[config.mk]
export PLATFORM = sky130hd
export DESIGN_NAME = first_fit_segment_allocator
export DESIGN_NICKNAME = d
export VERILOG_FILES = /design/src/rtl/core/ffsa_pkg.sv /design/src/rtl/core/ffsa_table.sv /design/src/rtl/core/ffsa_scan_unit.sv /design/src/rtl/core/first_fit_segment_allocator.sv
export SDC_FILE = /design/constraint.sdc
export NUM_CORES = 1
export LEC_CHECK = 0
export BUFFER_PORTS_ARGS = -buffer_cell sky130_fd_sc_hd__buf_2
export CORE_MARGIN = 3
export CORE_UTILIZATION = 55
export CTS_CLUSTER_SIZE = 40
export DETAILED_ROUTE_END_ITERATION = 6
export GPL_ROUTABILITY_DRIVEN = 0
export PLACE_DENSITY = 0.74
export SYNTH_ARGS = -nofsm -noshare
export SYNTH_HDL_FRONTEND = slang
export SYNTH_SLANG_ARGS = --single-unit
[constraint.sdc]
create_clock -name clk -period 7 [get_ports clk]
set_clock_uncertainty 0.1 [all_clocks]
set_input_delay 1.05 -clock clk [delete_from_list [all_inputs] [get_ports clk]]
set_output_delay 1.05 -clock clk [all_outputs]
set_load 0.1 [all_outputs]
[src/rtl/core/ffsa_pkg.sv]
package ffsa_pkg;

  localparam int MEM_WORDS    = 256;
  localparam int MAX_SEGMENTS = 16;

  localparam int PID_W  = 8;
  localparam int SIZE_W = 9;
  localparam int OUT_W  = 8;
  localparam int ADDR_W = $clog2(MEM_WORDS);
  localparam int IDX_W  = $clog2(MAX_SEGMENTS);
  localparam int CNT_W  = $clog2(MAX_SEGMENTS + 1);
  // Wide enough for base + size and for MEM_WORDS itself.
  localparam int CUR_W  = ((ADDR_W > SIZE_W) ? ADDR_W : SIZE_W) + 1;

  typedef enum logic {
    OP_ALLOC  = 1'b0,
    OP_LOOKUP = 1'b1
  } op_t;

  typedef enum logic [2:0] {
    ST_ALLOCATED  = 3'd0,
    ST_NO_SPACE   = 3'd1,
    ST_TABLE_FULL = 3'd2,
    ST_FOUND      = 3'd3,
    ST_NOT_FOUND  = 3'd4
  } status_t;

  typedef enum logic [1:0] {
    S_IDLE,
    S_SCAN,
    S_INSERT
  } state_t;

  typedef struct packed {
    op_t               op;
    logic [PID_W-1:0]  pid;
    logic [SIZE_W-1:0] req_size;
  } in_req_t;

  typedef struct packed {
    status_t          status;
    logic [OUT_W-1:0] seg_base;
    logic [OUT_W-1:0] seg_limit;
  } out_rsp_t;

  typedef struct packed {
    logic [PID_W-1:0]  pid;
    logic [ADDR_W-1:0] base;
    logic [SIZE_W-1:0] size;
  } entry_t;

  typedef struct packed {
    op_t               op;
    logic              at_end;
    logic [PID_W-1:0]  pid;
    logic [SIZE_W-1:0] req;
    logic [CUR_W-1:0]  cursor;
  } unit_ctrl_t;

  typedef struct packed {
    logic             hit;
    logic [CUR_W-1:0] cursor_nxt;
    logic [CUR_W-1:0] limit;
  } unit_res_t;

endpackage

[src/rtl/core/ffsa_table.sv]
module ffsa_table (
  input  logic                   clk,
  input  logic                   rst_n,
  input  logic [ffsa_pkg::IDX_W-1:0] rd_idx,
  output ffsa_pkg::entry_t       rd_entry,
  input  logic                   ins_en,
  input  logic [ffsa_pkg::IDX_W-1:0] ins_slot,
  input  ffsa_pkg::entry_t       ins_entry,
  output logic [ffsa_pkg::CNT_W-1:0] count
);
  import ffsa_pkg::*;

  entry_t            entry_r [MAX_SEGMENTS];
  logic [CNT_W-1:0]  count_r;

  assign rd_entry = entry_r[rd_idx];
  assign count    = count_r;

  always_ff @(posedge clk) begin
    if (!rst_n) begin
      count_r <= '0;
    end else if (ins_en) begin
      count_r <= count_r + CNT_W'(1);
    end
  end

  // Insertion moves every entry above the slot up by one place, all in parallel.
  for (genvar k = 0; k < MAX_SEGMENTS; k++) begin : g_entry
    always_ff @(posedge clk) begin
      if (ins_en) begin
        if (IDX_W'(k) == ins_slot) begin
          entry_r[k] <= ins_entry;
        end else if (IDX_W'(k) > ins_slot) begin
          if (k > 0) begin
            entry_r[k] <= entry_r[(k > 0) ? k - 1 : 0];
          end
        end
      end
    end
  end

endmodule

[src/rtl/core/ffsa_scan_unit.sv]
module ffsa_scan_unit (
  input  ffsa_pkg::unit_ctrl_t ctrl,
  input  ffsa_pkg::entry_t     entry,
  output ffsa_pkg::unit_res_t  res
);
  import ffsa_pkg::*;

  logic [CUR_W-1:0] base_w;
  logic [CUR_W-1:0] size_w;
  logic [CUR_W-1:0] bound;
  logic [CUR_W-1:0] gap;
  logic [CUR_W-1:0] lim_base;
  logic [CUR_W-1:0] lim_size;

  always_comb begin
    base_w = CUR_W'(entry.base);
    size_w = CUR_W'(entry.size);
    // Past the last entry the gap is closed by the end of memory.
    bound  = ctrl.at_end ? CUR_W'(MEM_WORDS) : base_w;
    gap    = (bound > ctrl.cursor) ? (bound - ctrl.cursor) : '0;

    if (ctrl.op == OP_LOOKUP) begin
      res.hit  = !ctrl.at_end && (entry.pid == ctrl.pid);
      lim_base = base_w;
      lim_size = size_w;
    end else begin
      res.hit  = (CUR_W'(ctrl.req) <= gap);
      lim_base = ctrl.cursor;
      lim_size = CUR_W'(ctrl.req);
    end

    res.cursor_nxt = base_w + size_w;
    res.limit      = lim_base + lim_size - CUR_W'(1);
  end

endmodule

[src/rtl/core/first_fit_segment_allocator.sv]
// First-fit segment allocator over a word-addressed memory, keeping a table of
// segments sorted by base. An allocate takes the first gap from address 0 that
// holds the size, tail gap last; a lookup returns the lowest segment with the pid.
// A request is taken when start is high and busy is low. Its result appears for
// one cycle with out_valid and must be taken then: there is no way to stall it.
// Table full and zero-size allocates answer in the cycle after the transfer. Other
// requests walk the table one entry per cycle through a shared compare/add unit;
// an allocate then passes through an insert state that puts in the new entry with
// a parallel shift.
module first_fit_segment_allocator (
  input  logic              clk,
  input  logic              rst_n,
  input  logic              start,
  output logic              busy,
  input  ffsa_pkg::in_req_t in_req,
  output logic              out_valid,
  output ffsa_pkg::out_rsp_t out_rsp
);
  import ffsa_pkg::*;

  state_t            state_r, state_nxt;
  op_t               op_r, op_nxt;
  logic [PID_W-1:0]  pid_r, pid_nxt;
  logic [SIZE_W-1:0] req_r, req_nxt;
  logic [CNT_W-1:0]  idx_r, idx_nxt;
  logic [CUR_W-1:0]  cursor_r, cursor_nxt;
  logic              out_valid_r, out_valid_nxt;
  out_rsp_t          out_rsp_r, out_rsp_nxt;

  entry_t            rd_entry;
  entry_t            ins_entry;
  logic              ins_en;
  logic [CNT_W-1:0]  count;
  logic              accept;
  logic              at_end;
  logic              full;
  unit_ctrl_t        uctrl;
  unit_res_t         ures;
  logic [CUR_W-1:0]  ent_base_w;

  assign accept     = start && !busy;
  assign busy       = (state_r != S_IDLE);
  assign at_end     = (idx_r == count);
  assign full       = (count >= CNT_W'(MAX_SEGMENTS));
  assign ent_base_w = CUR_W'(rd_entry.base);
  assign out_valid  = out_valid_r;
  assign out_rsp    = out_rsp_r;

  assign uctrl.op     = op_r;
  assign uctrl.at_end = at_end;
  assign uctrl.pid    = pid_r;
  assign uctrl.req    = req_r;
  assign uctrl.cursor = cursor_r;

  assign ins_entry.pid  = pid_r;
  assign ins_entry.base = cursor_r[ADDR_W-1:0];
  assign ins_entry.size = req_r;

  ffsa_table u_table (
    .clk       (clk),
    .rst_n     (rst_n),
    .rd_idx    (idx_r[IDX_W-1:0]),
    .rd_entry  (rd_entry),
    .ins_en    (ins_en),
    .ins_slot  (idx_r[IDX_W-1:0]),
    .ins_entry (ins_entry),
    .count     (count)
  );

  ffsa_scan_unit u_unit (
    .ctrl  (uctrl),
    .entry (rd_entry),
    .res   (ures)
  );

  always_comb begin
    state_nxt = state_r;
    unique case (state_r)
      S_IDLE: begin
        if (accept) begin
          if (in_req.op == OP_LOOKUP) begin
            state_nxt = S_SCAN;
          end else if (!full && (in_req.req_size != '0)) begin
            state_nxt = S_SCAN;
          end
        end
      end
      S_SCAN: begin
        if (ures.hit) begin
          state_nxt = (op_r == OP_ALLOC) ? S_INSERT : S_IDLE;
        end else if (at_end) begin
          state_nxt = S_IDLE;
        end
      end
      S_INSERT: state_nxt = S_IDLE;
      default:  state_nxt = S_IDLE;
    endcase
  end

  always_comb begin
    op_nxt        = op_r;
    pid_nxt       = pid_r;
    req_nxt       = req_r;
    idx_nxt       = idx_r;
    cursor_nxt    = cursor_r;
    out_valid_nxt = 1'b0;
    out_rsp_nxt   = out_rsp_r;
    ins_en        = 1'b0;
    unique case (state_r)
      S_IDLE: begin
        if (accept) begin
          op_nxt     = in_req.op;
          pid_nxt    = in_req.pid;
          req_nxt    = in_req.req_size;
          idx_nxt    = '0;
          cursor_nxt = '0;
          if (in_req.op == OP_ALLOC) begin
            if (full) begin
              out_valid_nxt = 1'b1;
              out_rsp_nxt   = '{status: ST_TABLE_FULL, seg_base: '0, seg_limit: '0};
            end else if (in_req.req_size == '0) begin
              out_valid_nxt = 1'b1;
              out_rsp_nxt   = '{status: ST_NO_SPACE, seg_base: '0, seg_limit: '0};
            end
          end
        end
      end
      S_SCAN: begin
        if (ures.hit) begin
          // On an allocate hit idx_r stays put and becomes the insert slot.
          if (op_r == OP_LOOKUP) begin
            out_valid_nxt = 1'b1;
            out_rsp_nxt   = '{status: ST_FOUND, seg_base: ent_base_w[OUT_W-1:0],
                              seg_limit: ures.limit[OUT_W-1:0]};
          end
        end else if (at_end) begin
          out_valid_nxt = 1'b1;
          out_rsp_nxt   = '{status: (op_r == OP_LOOKUP) ? ST_NOT_FOUND : ST_NO_SPACE,
                            seg_base: '0, seg_limit: '0};
        end else begin
          idx_nxt    = idx_r + CNT_W'(1);
          cursor_nxt = ures.cursor_nxt;
        end
      end
      S_INSERT: begin
        ins_en        = 1'b1;
        out_valid_nxt = 1'b1;
        out_rsp_nxt   = '{status: ST_ALLOCATED, seg_base: cursor_r[OUT_W-1:0],
                          seg_limit: ures.limit[OUT_W-1:0]};
      end
      default: begin
      end
    endcase
  end

  always_ff @(posedge clk) begin
    if (!rst_n) begin
      state_r     <= S_IDLE;
      out_valid_r <= 1'b0;
    end else begin
      state_r     <= state_nxt;
      out_valid_r <= out_valid_nxt;
    end
  end

  always_ff @(posedge clk) begin
    op_r      <= op_nxt;
    pid_r     <= pid_nxt;
    req_r     <= req_nxt;
    idx_r     <= idx_nxt;
    cursor_r  <= cursor_nxt;
    out_rsp_r <= out_rsp_nxt;
  end

`ifndef SYNTHESIS
  a_count_bounded: assert property (@(posedge clk) disable iff (!rst_n)
    count <= CNT_W'(MAX_SEGMENTS))
    else $error("segment count exceeds table depth");

  a_alloc_grows_table: assert property (@(posedge clk) disable iff (!rst_n)
    (out_valid && (out_rsp.status == ST_ALLOCATED)) |-> (count == $past(count) + CNT_W'(1)))
    else $error("allocated result without a table insert");

  a_fail_zero: assert property (@(posedge clk) disable iff (!rst_n)
    (out_valid && ((out_rsp.status == ST_NO_SPACE) || (out_rsp.status == ST_TABLE_FULL) ||
                   (out_rsp.status == ST_NOT_FOUND)))
    |-> ((out_rsp.seg_base == '0) && (out_rsp.seg_limit == '0)))
    else $error("failure result carries a nonzero address");

  a_busy_result: assert property (@(posedge clk) disable iff (!rst_n)
    (busy && !$past(busy) && $past(rst_n)) |-> !out_valid)
    else $error("result issued in the cycle a scan started");
`endif

endmodule
=== Yosys cells after proc, flatten, opt, wreduce, memory -nomap -nowiden ===
Memory sizes are Yosys's and may differ from the RTL's. A register that Yosys moved wholly into a read port is not among the register bits.
Cells that the tools add are included.

* Bitwise logic cells: 15
* Reduce and logical (&&, ||, !) cells: 17
* $add $sub $neg: 6
* $lt $le $gt $ge: 18
* Mux-type cells: 162
* Equal/unequal tests: 27

{| class="wikitable"
|+ Operators by type and width
! operator !! count
|-
| 2-to-1 mux 25 bit || 15
|-
| 2-to-1 mux 19 bit || 7
|-
| 2-to-1 mux 1 bit || 117
|-
| one-hot mux 19 bit (3 select lines) || 1
|-
| 2-to-1 mux 10 bit || 4
|-
| equality test 4 bit (first input constant) || 8
|-
| > comparator 4 bit (first input constant) || 8
|-
| one-hot mux 10 bit (2 select lines) || 1
|-
| equality test 3 x 4 -> 1 bit (first input constant) || 4
|-
| > comparator 3 x 4 -> 1 bit (first input constant) || 4
|-
| 2-to-1 mux 8 bit || 2
|-
| 2-to-1 mux 5 bit || 3
|-
| OR 1 bit || 15
|-
| 2-to-1 mux 2 bit || 6
|-
| adder 5 x 1 -> 5 bit (second input constant) || 2
|-
| adder 8 x 9 -> 10 bit || 1
|-
| > comparator 9 x 10 -> 1 bit || 1
|-
| less-or-equal comparator 9 x 10 -> 1 bit || 1
|-
| one-hot mux 5 bit (2 select lines) || 1
|-
| subtractor 9 x 10 -> 10 bit || 1
|-
| logical NOT 9 bit || 1
|-
| 2-to-1 mux 9 bit || 1
|-
| != test 3 bit (second input constant) || 3
|-
| nonzero test 9 bit || 1
|-
| other kinds (27) || 37
|}

* Word-level logic and storage cells: 257
* Register bits after elaboration: 60
* Memory bits (writable): 400
* Output and inout port bits: 21
* Memories: 1
* Input port bits: 21

{| class="wikitable"
|+ Memories
! memory !! words !! bits a word !! rd ports !! clocked after Yosys merged registers in !! write ports !! line !! source
|-
| u_table.entry_r || 16 || 25 || 16 || 1 || 16 || ffsa_table.sv:13 || <nowiki>entry_t entry_r [MAX_SEGMENTS];</nowiki>
|}

=== Logic depth before layout (Yosys ltp) ===
Gate-level depths: netlist (run 1).

* Depth in word-level cells: 9
* Mapped depth: 31
* Mapped depth without buffers: 26

=== Cells and area by module ===
Synthesis (run 1) repeated with hierarchy kept, for this count alone.

* Cells, all modules: 1501
* Area total of the unflattened synthesis: 23963.0 um^2

{| class="wikitable"
|+ By module, submodules not included
! module !! area each (um^2) !! seq. area each (um^2) !! cells an instance !! times used
|-
| ffsa_table || 19832.8 || 12111.6 || 1106 || 1
|-
| first_fit_segment_allocator || 2263.4 || 1621.6 || 147 || 1
|-
| ffsa_scan_unit || 1866.8 || 0.0 || 248 || 1
|}

=== Least setup slack after synthesis (run 1) ===
OpenSTA, ideal clock, no wires.

* Path kind: flip-flop to flip-flop
* From: register with a tool-made name
* To: register cursor_r[0] (enable)
* Cell stages (with the launch flop): 31
* Path buffers: 6
* Data required time: 6.508 ns
* Arrival time: 6.796 ns
* Setup slack: -0.288 ns
* Clock period less this slack: 7.288 ns
* Library setup time: 0.392 ns
* Cells stage by stage: dfxtp_1 > buf_2 > buf_2 > buf_2 > buf_2 > mux4_2 > mux4_2 > nand2_1 > ha_1 > inv_1 > fa_1 > a21o_1 > a21oi_1 > o21bai_1 > a21oi_1 > o21bai_1 > a21oi_1 > nor2b_1 > o21a_1 > clkbuf_1 > nor2b_1 > ha_1 > nor2b_1 > o21ai_0 > a21oi_1 > nor3_1 > a211oi_1 > o41a_1 > clkbuf_1 > o21ai_0 > a21oi_1

{| class="wikitable"
|+ RTL lines
! item !! line !! source
|-
| to (signal assigned) || first_fit_segment_allocator.sv:171 || <nowiki>cursor_r <= cursor_nxt;</nowiki>
|-
| to (decl) || first_fit_segment_allocator.sv:26 || <nowiki>logic [CUR_W-1:0] cursor_r, cursor_nxt;</nowiki>
|}

==> results by group, run 1 <==
Routing
  • Drt via density: approximately 6.6
  • DR iter-0 viols: about 1800
  • Post-DR wirelength/cell: 29.4 um
  • Vias: ~15000
  • DRT Pass-1 Iters: 7
  • Post-route ant nets: 0
  • Drt drc: 0
  • Final WL: 66.3 mm

Logic synthesis
  • Synth unique cells: 62
  • Cells after Synth: between 1500 and 2000
  • Synthesized area: about 24000 um^2
  • Syn_area_per_cell: 14.9 um^2
  • Syn Nets: about 1700
  • FF+latch count, synth: about 460
  • Async S/R FF share, synth: 0%
  • Synth warnings: 0
  • Post-synth EDFFs: approximately 450
  • Register area share after synthesis: between 50 and 60%
  • Synth Flop Type: edfxtp_1

CTS
  • Clock latency at the later pin of the worst-skew pair: ~0.6 ns
  • CTS Hold Buffers Added: 0
  • Clk pin slew, worst setup/hold paths: ~0.070 ns
  • CTS H-tree lvls: 2
  • CTS tree: done
  • Post-CTS Setup Bufs: 0
  • Clock root cell: clkbuf_16
  • Post-cts sizing count: 0
  • Clk sink count: around 460
  • TritonCTS Buffers: 48
  • CTS Buffer Depth: 3

Timing
  • Fmax: roughly 150 MHz
  • Setup TNS: 0 ns
  • Final worst setup slack: 0.504 ns
  • Slew Limit Fails: 0
  • Slew HR: slightly below 20%
  • Worst Tran Pin Value: roughly 1.2 ns
  • RSZ-0062 raised after global routing: false
  • Final setup viols: 0
  • Fin crit share: 92.8%
  • Final Hold Viols: 0
  • Min Tclk post-route: around 6.5 ns

Placed design
  • Post-DP HPWL: 40.4 mm
  • Placed cells: around 2200
  • Pre-CTS setup slack: between 0.5 and 0.6 ns
  • PortBufs: about 40

Floorplanning
  • Die width: between 200 and 250 um
  • IO Count: between 40 and 50
  • Core Region: ~43000 um^2
  • Die Y: between 200 and 250 um
  • Die area: approximately 46000 um^2
  • Row Count: 76
  • Starting density of the core: between 50% and 60%

Outcome
  • Status: complete, no violations

Worst setup path
  • Crit path depth: 23
  • CP max-delay cell: dfxtp_4
  • Cell depth of the worst flop-to-flop path: 23
  • Startpoint types: flop
  • Most numerous cell on the critical path: a21oi_1
  • Crit-path cells: buf_4 -> mux4_2 -> mux4_2 -> and2_1 -> ha_1 -> inv_1 -> o21bai_1 -> a21oi_1 -> o21bai_1 -> a21oi_1 -> nor2b_1 -> o21a_1 -> nand2_1 -> ha_1 -> and3_1 -> nand3_1 -> a21oi_1 -> nor3_1 -> a211oi_1 -> o41a_1 -> o21ai_0 -> a21oi_2 -> buf_4
  • R2R setup slack: between 0.5 and 0.6 ns
  • Worst path max stage delay: slightly below 0.6 ns
  • Reg2reg end: cursor_r[0]
  • Crit Path Class: flop to flop
  • Crit end category: flop
  • CP delay by family, top: compound AO/OA/AOI/OAI gates
  • Critical Path End: cursor_r[0]
  • Worst Path Arrival: 6.67 ns
  • Crit-path max FO: 29
  • Worst path required time: roughly 7.2 ns
  • CP bufs+invs: 3

Pwr
  • Pwr dens: approximately 430 nW/um^2
  • Tot Pwr: approximately 0.012 W
  • Static Leak: just over 9 nW
  • Max rail drop VDD: approximately 250 uV

Finish
  • Fraction of layout cells with a size suffix above 1: 36.7%
  • Nets: 1702
  • Area Overhead vs Synth: 10.4%
  • Finished Layout Cells: ~2300
  • Number of antenna diodes: 0

Global routing
  • Largest net degree at the start of global routing: 42
  • Initial antenna violation count: 1
  • Total track usage: between 20% and 30%
  • First-pass GRT wire length: around 98 mm
  • Grt ovf: 0
  • Vias in the first global route: between 10000 and 15000

Hold path
  • Worst Hold Class: flop to flop

Job
  • Max Cap Viol: 0
-- routing by layer --
| metal | track usage [%] | up-vias | wire, um |
|---|---|---|---|
| li1 | - | 6234 | - |
| met1 | 41.2 | 7620 | 27100 |
| met2 | 45.0 | 863 | 31100 |
| met3 | 4.46 | 129 | 6000 |
| met4 | 9.54 | 2 | 2150 |
| met5 | 0 | - | 7 |
-- metrics by stage --
| stage | area, um^2 | hold WS, ns | util (%) |
|---|---|---|---|
| CTS | 26600 | 0.442 | 61.7 |
| finish | 26600 | 0.449 | 61.7 |
| global placement | 25000 | 0.416 | 58.0 |
| detailed placement | 25000 | 0.421 | 58.0 |
| floorplan | 24100 | 0.321 | - |
| global route | 26600 | 0.479 | 61.7 |
-- area by class of cell --
type	count	area, um^2
fillers	3251	16600
flip-flops and latches	464	13800
multi-input cells	978	9730
clock buffers	63	1310
well taps	585	732
repair buffers	88	558
clock inverters	25	279
inverters	50	188
-- report_power, final --
part	switching (W)	internal, W
registers	0.000397	0.00362
logic	0.00271	0.00219
clock network	0.00109	0.00153
-- worst register-to-register path: cells and delay by family, from the launching register on --
| kind | cells | cell delay, ns |
|---|---|---|
| multiplexers | 2 | 1.13 |
| flip-flops | 1 | 0.58 |
| AO/OA/AOI/OAI | 10 | 2.07 |
| buffers and inverters | 3 | 0.92 |
| AND/OR/NAND/NOR | 6 | 0.73 |
| adder cells (fa/ha/maj) | 2 | 0.65 |
-- flip-flops by register name (all words and copies together) (netlist names), 2 cells and up, named ones only --
name	cells
cursor_r	10
idx_r	5
out_rsp	19
pid_r	8
req_r	9
state_r	2
u_table.count	5
u_table.entry_r	400
-- synth_stat cells (all sizes together) (2+ instances only) --
| cell | n | area (um^2) |
|---|---|---|
| a211oi | 3 | 22.5 |
| a21boi | 6 | 52.6 |
| a21o | 12 | 90.1 |
| a21oi | 30 | 173 |
| a221oi | 6 | 52.6 |
| a22o | 7 | 61.3 |
| a22oi | 2 | 15.0 |
| a31oi | 3 | 25.0 |
| and2 | 25 | 156 |
| and3 | 2 | 12.5 |
| buf | 31 | 176 |
| clkbuf | 92 | 345 |
| dfxtp | 12 | 240 |
| edfxtp | 452 | 13600 |
| fa | 3 | 60.1 |
| ha | 48 | 601 |
| inv | 49 | 184 |
| mux2 | 315 | 3550 |
| mux2i | 48 | 480 |
| mux4 | 100 | 2250 |
| nand2 | 142 | 533 |
| nand2b | 5 | 31.3 |
| nand3 | 9 | 45.0 |
| nand4 | 4 | 25.0 |
| nor2 | 19 | 71.3 |
| nor2b | 15 | 93.8 |
| nor3 | 11 | 60.1 |
| nor3b | 3 | 22.5 |
| nor4 | 4 | 25.0 |
| o211a | 4 | 40.0 |
| o211ai | 5 | 37.5 |
| o21a | 2 | 15.0 |
| o21ai | 74 | 370 |
| o21bai | 5 | 37.5 |
| o22ai | 9 | 62.6 |
| o311ai | 2 | 17.5 |
| xnor2 | 23 | 201 |
| xor2 | 21 | 184 |
-- worst min path at each step --
stage	from	to	slack (ns)	cells past startpoint
floorplan	pid_r[4]	u_table.entry_r[0][21]	0.32	0
global placement	u_table.entry_r[7][5]	u_table.entry_r[8][5]	0.42	2
detailed placement	u_table.entry_r[7][21]	u_table.entry_r[8][21]	0.42	2
CTS	u_table.entry_r[7][21]	u_table.entry_r[8][21]	0.44	2
global route	u_table.entry_r[0][10]	u_table.entry_r[1][10]	0.48	2
finish	u_table.entry_r[7][21]	u_table.entry_r[8][21]	0.45	2
-- cell families (layout without fill, tap and decap cells) --
kind of cell,after synthesis,in the layout,share of synthesized area [%]
flip-flops,464,464,57.3
multiplexers,463,463,26.0
AND/OR/NAND/NOR,243,243,4.59
AO/OA/AOI/OAI,177,177,4.79
buffers and inverters,173,226,2.94
adder cells (fa/ha/maj),51,51,2.74
XOR/XNOR,44,44,1.60
-- layout by cell type, fill, tap and decap left out, types with 6 or more instances in the layout --
cell         n
a21o_1      12
a21oi_1     20
a21oi_2      7
a221oi_1     6
a22o_1       7
and2_1      21
buf_2       41
buf_4       47
bufinv_16    6
clkbuf_1    10
clkbuf_16   48
clkinv_1    10
clkinv_2     8
dfxtp_1      8
edfxtp_1   452
ha_1        47
inv_1       48
mux2_2     315
mux2i_1     48
mux4_2     100
nand2_1    140
nand3_1      9
nor2_1      18
nor2b_1     14
nor3_1       6
o21ai_0     72
o22ai_1      8
xnor2_1     23
xor2_1      21
Note: power is estimated with default switching activity, not from simulation.
==> inputs of run 2 (changes only) <==
--- a/config.mk
+++ b/config.mk
@@ -7,11 +7,11 @@
 export LEC_CHECK = 0
 export BUFFER_PORTS_ARGS = -buffer_cell sky130_fd_sc_hd__buf_2
 export CORE_MARGIN = 3
-export CORE_UTILIZATION = 55
+export CORE_UTILIZATION = 38
 export CTS_CLUSTER_SIZE = 40
 export DETAILED_ROUTE_END_ITERATION = 6
 export GPL_ROUTABILITY_DRIVEN = 0
-export PLACE_DENSITY = 0.74
+export PLACE_DENSITY = 0.52
 export SYNTH_ARGS = -nofsm -noshare
 export SYNTH_HDL_FRONTEND = slang
 export SYNTH_SLANG_ARGS = --single-unit
==> run 2 against run 1 <==
Net effect:
- largest power group unchanged
- largest cell class unchanged
- design area grew 1.1%
- core utilization shrank 18 points
- global-route usage shrank 6.5 points
- register-to-register slack gained 0.06 ns
- setup slack gained 0.055 ns
- sequential share of layout area shrank 0.56 points
- hold slack lost 0.0058 ns
- first-iteration DRC count shrank 28%
- final cell count grew 11%
- maximum frequency grew 0.86%
- combinational power grew 2%
- routed wire length grew 11%
==> results by group, run 2 (synthesis results as in run 1) <==
Finish
  • Design area: 26900 um^2
  • Largest register by flop count: u_table.entry_r
  • Finished Layout Cells: around 2500
  • Number of flip-flops in the largest register: 400
  • Fraction of layout cells with a size suffix above 1: 36.3%
  • Commonest cells after routing, fill and taps aside: 452 x edfxtp_1, 315 x mux2_2, 136 x nand2_1
  • Area Overhead vs Synth: 11.6%
  • Nets: ~1700
  • Commonest non-fill, non-tap cell in the layout: edfxtp_1
  • Fillers: between 5000 and 6000

CTS
  • Clk sink count: 464
  • CTS tree: done
  • Clock latency at the later pin of the worst-skew pair: roughly 0.62 ns
  • CTS Buffer Depth: 3
  • TritonCTS Buffers: 53
  • Post-CTS Setup Bufs: 0
  • Clk pin slew, worst setup/hold paths: 0.06 ns
  • Clock root cell: clkbuf_16
  • CTS H-tree lvls: 2
  • CTS Hold Buffers Added: 0

Worst setup path
  • Crit Path Class: flop to flop
  • Crit-path max FO: 22
  • Crit end category: flop
  • Worst path required time: 7.19 ns
  • Startpoint types: flop
  • Worst Path Arrival: 6.63 ns

Placed design
  • Post-DP Area: 25300 um^2
  • Placed cells: 2411
  • Post-DP HPWL: roughly 43 mm
  • PortBufs: between 40 and 50

Pwr
  • Static Leak: ~9 nW
  • Pwr dens: about 440 nW/um^2
  • Max rail drop VDD: approximately 210 uV

Timing
  • Fmax: approximately 160 MHz
  • Fin crit share: 92.0%
  • RSZ-0062 raised after global routing: false
  • Worst Tran Pin Value: between 1 and 1.5 ns
  • Setup TNS: 0 ns
  • Final Hold Viols: 0
  • Slew Limit Fails: 0
  • Final setup viols: 0
  • Min Tclk post-route: 6.44 ns
  • Slew HR: around 22%

Floorplanning
  • Starting density of the core: 38.7%
  • IO Count: 42
  • Row Count: just over 90
  • Die Y: 258 um
  • Die area: between 60000 and 70000 um^2
  • Die width: about 260 um
  • Core Region: just over 60000 um^2

Routing
  • Post-DR wirelength/cell: around 29 um
  • Post-route ant nets: 0
  • Drt via density: 5.81
  • Drt drc: 0
  • Vias: between 10000 and 15000
  • DR iter-0 viols: around 1300
  • Final WL: between 70 and 80 mm
  • DRT Pass-1 Iters: 6

Hold path
  • Worst Hold Class: flop to flop

Global routing
  • Largest net degree at the start of global routing: 60
  • Total track usage: 22.1%
  • Vias in the first global route: about 15000
  • Initial antenna violation count: 1
  • Grt ovf: 0
  • First-pass GRT wire length: 106 mm

Job
  • Max Cap Viol: 0

Outcome
  • Status: complete, no violations
run 2: layout make-up:
class / count / area [um^2] / share of cell area (%)
Timing Repair Buffer: 82 / 513 / 1.91
Multi-Input combinational cell: 978 / 9750 / 36.2
Clock inverter: 20 / 164 / 0.609
Sequential cell: 464 / 13800 / 51.4
Tap cell: 837 / 1050 / 3.89
Antenna cell: 1 / 2.50 / 0.00930
Clock buffer: 72 / 1420 / 5.27
Inverter: 50 / 188 / 0.698
run 2: critical path, stage by stage, from the launching register on:
cell and delay, ns:
dfxtp_4 0.63, mux4_2 0.56, mux4_2 0.57, nand2_1 0.11
ha_1 0.14, inv_1 0.06, fa_1 0.41, a21o_1 0.17
a21oi_1 0.26, o21bai_1 0.10, a21oi_1 0.26, o21bai_1 0.10
a21oi_1 0.23, nor2b_1 0.08, o21a_1 0.27, nor2b_1 0.18
ha_1 0.18, nor2b_1 0.10, o21ai_0 0.09, a21oi_1 0.15
nor3_1 0.06, a211oi_1 0.26, o41a_2 0.33, o21ai_0 0.24
a21oi_2 0.21, buf_4 0.26
run 2: final timing paths:
check,start,end,slack [ns],depth (start not counted)
setup / recovery,flop,cursor_r[4],0.56,25
hold / removal,u_table.entry_r[7][7],u_table.entry_r[8][7],0.44,2
setup reg to reg,flop,cursor_r[4],0.56,25
hold reg to reg,u_table.entry_r[7][7],u_table.entry_r[8][7],0.44,2
run 2: per-stage QoR:
stage          utilization (%)  worst slack, ns  hold WS [ns]  total power [W]
4_1_cts                   43.2            0.393         0.444           0.0118
3_5_place_dp              40.7            0.436         0.430          0.00914
3_3_place_gp              40.7            0.583         0.420          0.00908
5_1_grt                   43.2            0.202         0.482           0.0124
6_report                  43.2            0.559         0.443           0.0117
2_1_floorplan                -           0.0126         0.321          0.00763
run 2: layer usage:
layer	global-route usage (%)	wire length, um
met1	30.4	32400
met2	36.1	34800
met3	3.45	4170
met4	6.87	2100
met5	0	0
run 2: repair_timing:
action,4_1_cts,5_1_grt
setup endpoints to repair,0,15
endpoints found under the hold margin,0,0
resized for setup,0,1
run 2: where the power goes:
group,switching [W],leakage [nW],internal (W),total [W]
Sequential,0.000434,4.21,0.00363,0.00406
Clock,0.00115,0.762,0.00148,0.00263
Combinational,0.00282,4.04,0.00219,0.00502
==> inputs of run 3 (changes only) <==
--- a/config.mk
+++ b/config.mk
@@ -8,6 +8,7 @@
 export BUFFER_PORTS_ARGS = -buffer_cell sky130_fd_sc_hd__buf_2
 export CORE_MARGIN = 3
 export CORE_UTILIZATION = 38
+export CTS_BUF_LIST = sky130_fd_sc_hd__clkbuf_4
 export CTS_CLUSTER_SIZE = 40
 export DETAILED_ROUTE_END_ITERATION = 6
 export GPL_ROUTABILITY_DRIVEN = 0
==> run 3 against run 2 <==
Net effect:
- the run now ends with design-rule violations left
- clock power is 3% higher
- combinational power hardly changed
- first-iteration DRC count rose by 0.85%
- routed wire length increased by 1.5%
- register-to-register slack worse by 0.02 ns
- non-clock buffer count is the same
- design area up 0.74%
- count of clock-buffer cells in the layout grew 130
- total power grew 0.62%
- setup slack got worse by 0.022 ns
- hold slack got worse by 0.30 ns
- sequential share of layout area decreased by 0.38 points
- critical endpoint is now idx_r[4]
- largest cell class unchanged
- highest routed layer unchanged
==> results by group, run 3 (synthesis results as in run 1) <==
Timing
  • Slew HR: roughly 20%
  • Worst Tran Pin Value: 1.20 ns
  • Hold WS: around 0.14 ns
  • Setup TNS: 0 ns
  • Min Tclk post-route: between 6 and 7 ns
  • Slew Limit Fails: 0
  • Final Hold Viols: 0
  • RSZ-0062 raised after global routing: false
  • Fin crit share: between 90 and 100%
  • Final setup viols: 0
  • Fmax: approximately 150 MHz

Worst setup path
  • R2R setup slack: around 0.54 ns
  • Crit path depth: 25
  • Crit Path Class: flop to flop
  • Cell depth of the worst flop-to-flop path: 25
  • Crit-path max FO: 22
  • Startpoint types: flop
  • Critical Path End: idx_r[4]
  • CP max-delay cell: dfxtp_4
  • CP bufs+invs: 2
  • Worst path max stage delay: about 0.63 ns
  • Most numerous cell on the critical path: a21oi_1
  • Crit end category: flop
  • Reg2reg end: idx_r[4]
  • Worst path required time: about 7.5 ns
  • Worst Path Arrival: 7.00 ns
  • CP delay by family, top: compound AO/OA/AOI/OAI gates

CTS
  • CTS Hold Buffers Added: 0
  • CTS tree: done
  • Clk sink count: ~460
  • Clock latency at the later pin of the worst-skew pair: approximately 0.99 ns
  • TritonCTS Buffers: between 100 and 150
  • CTS H-tree lvls: 4
  • CTS Buffer Depth: 3
  • Post-CTS Setup Bufs: 0
  • Clk pin slew, worst setup/hold paths: roughly 0.060 ns
  • Clock root cell: clkbuf_4

Global routing
  • Vias in the first global route: between 15000 and 20000
  • Initial antenna violation count: 3
  • GRT met2 Usage: a little over a third
  • Grt met3 use: 5.17%
  • GRT Max-Usage Layer: met2
  • GR Util met1: between 20% and 30%
  • First-pass GRT wire length: 108 mm
  • Grt ovf: 0
  • Largest net degree at the start of global routing: 60
  • Total track usage: a little under a quarter

Pwr
  • Max rail drop VDD: between 150 and 200 uV
  • Pwr dens: ~430 nW/um^2
  • Tot Pwr: roughly 0.012 W
  • Static Leak: about 9.3 nW

Outcome
  • Failing checks: design-rule violations
  • Status: finished, violations left

Placed design
  • Post-DP HPWL: between 40 and 50 mm
  • PortBufs: roughly 40

Finish
  • Number of flip-flops in the largest register: 400
  • Commonest cells after routing, fill and taps aside: 452 x edfxtp_1, 315 x mux2_2, 202 x clkbuf_4
  • Area Overhead vs Synth: 12.4%
  • Commonest non-fill, non-tap cell in the layout: edfxtp_1
  • Fraction of layout cells with a size suffix above 1: 41.9%
  • Largest register by flop count: u_table.entry_r
  • Final core utilization: between 40 and 50%
  • Nets: between 1500 and 2000

Floorplanning
  • IO Count: 42
  • Row Count: 91
  • Starting density of the core: approximately two fifths
  • Die Y: about 260 um
  • Die width: about 260 um
  • Die area: 66500 um^2
  • Core Region: slightly above 60000 um^2

Routing
  • DRT Pass-1 Iters: 7
  • Drt drc: 3
  • Drt via density: between 5 and 6
  • Final WL: approximately 75 mm
  • Vias: about 15000
  • Post-route ant nets: 0
  • DR iter-0 viols: approximately 1300
  • Post-DR wirelength/cell: around 28 um

Hold path
  • Worst Hold Class: input port to flop

Job
  • Max Cap Viol: 0
[run 3: changes by cell type in the layout (fill, tap and decap cells not counted), sizes merged]
cell    previous run  this run
bufinv             2         4
clkbuf            72       202
clkinv            17        22
diode              1         8
inv               50        57
[run 3: per-layer routing]
layer,vias to the layer above,wire [um]
met5,-,0
met4,0,2150
met3,124,4750
met2,573,35300
met1,7872,32400
li1,6505,-
[run 3: report_power, final]
part / switching, W / internal, W / leakage (nW) / total, W
combinational: 0.00283 / 0.00219 / 4.04 / 0.00502
clock: 0.00123 / 0.00146 / 1.06 / 0.00270
sequential: 0.000436 / 0.00362 / 4.21 / 0.00406
[run 3: area by class of cell]
type | instances | area [um^2]
timing repair buffer | 82 | 513
clock buffer | 202 | 1520
fill | 5742 | 35200
tap | 837 | 1050
antenna | 8 | 20.0
clock inverter | 34 | 248
multi-input combinational | 978 | 9750
sequential | 464 | 13800
inverter | 50 | 188
[run 3: worst min path at each step]
stage                      startpoint                     end  slack [ns]  cells after the start
6_report                   in_req[12]                pid_r[3]        0.14                      1
5_1_grt                     in_req[9]                pid_r[0]        0.05                      1
4_1_cts                    in_req[12]                pid_r[3]        0.02                      1
3_5_place_dp    u_table.entry_r[7][3]   u_table.entry_r[8][3]        0.43                      2
3_3_place_gp   u_table.entry_r[7][24]  u_table.entry_r[8][24]        0.42                      2
2_1_floorplan                pid_r[4]  u_table.entry_r[0][21]        0.32                      0
[run 3: metrics by stage]
stage | area (um^2) | setup WS [ns] | cells
CTS | 27100 | 0.387 | 2647
finish | 27100 | 0.536 | 2655
floorplan | 24100 | 0.0126 | 1615
global route | 27100 | 0.194 | 2652
global placement | 25300 | 0.583 | 2411
detailed placement | 25300 | 0.436 | 2411
[run 3: timing repair]
item                                    in CTS  in global routing
endpoints found under the setup margin       0                 15
endpoints found under the hold margin        0                  0
resized for setup                            0                  1
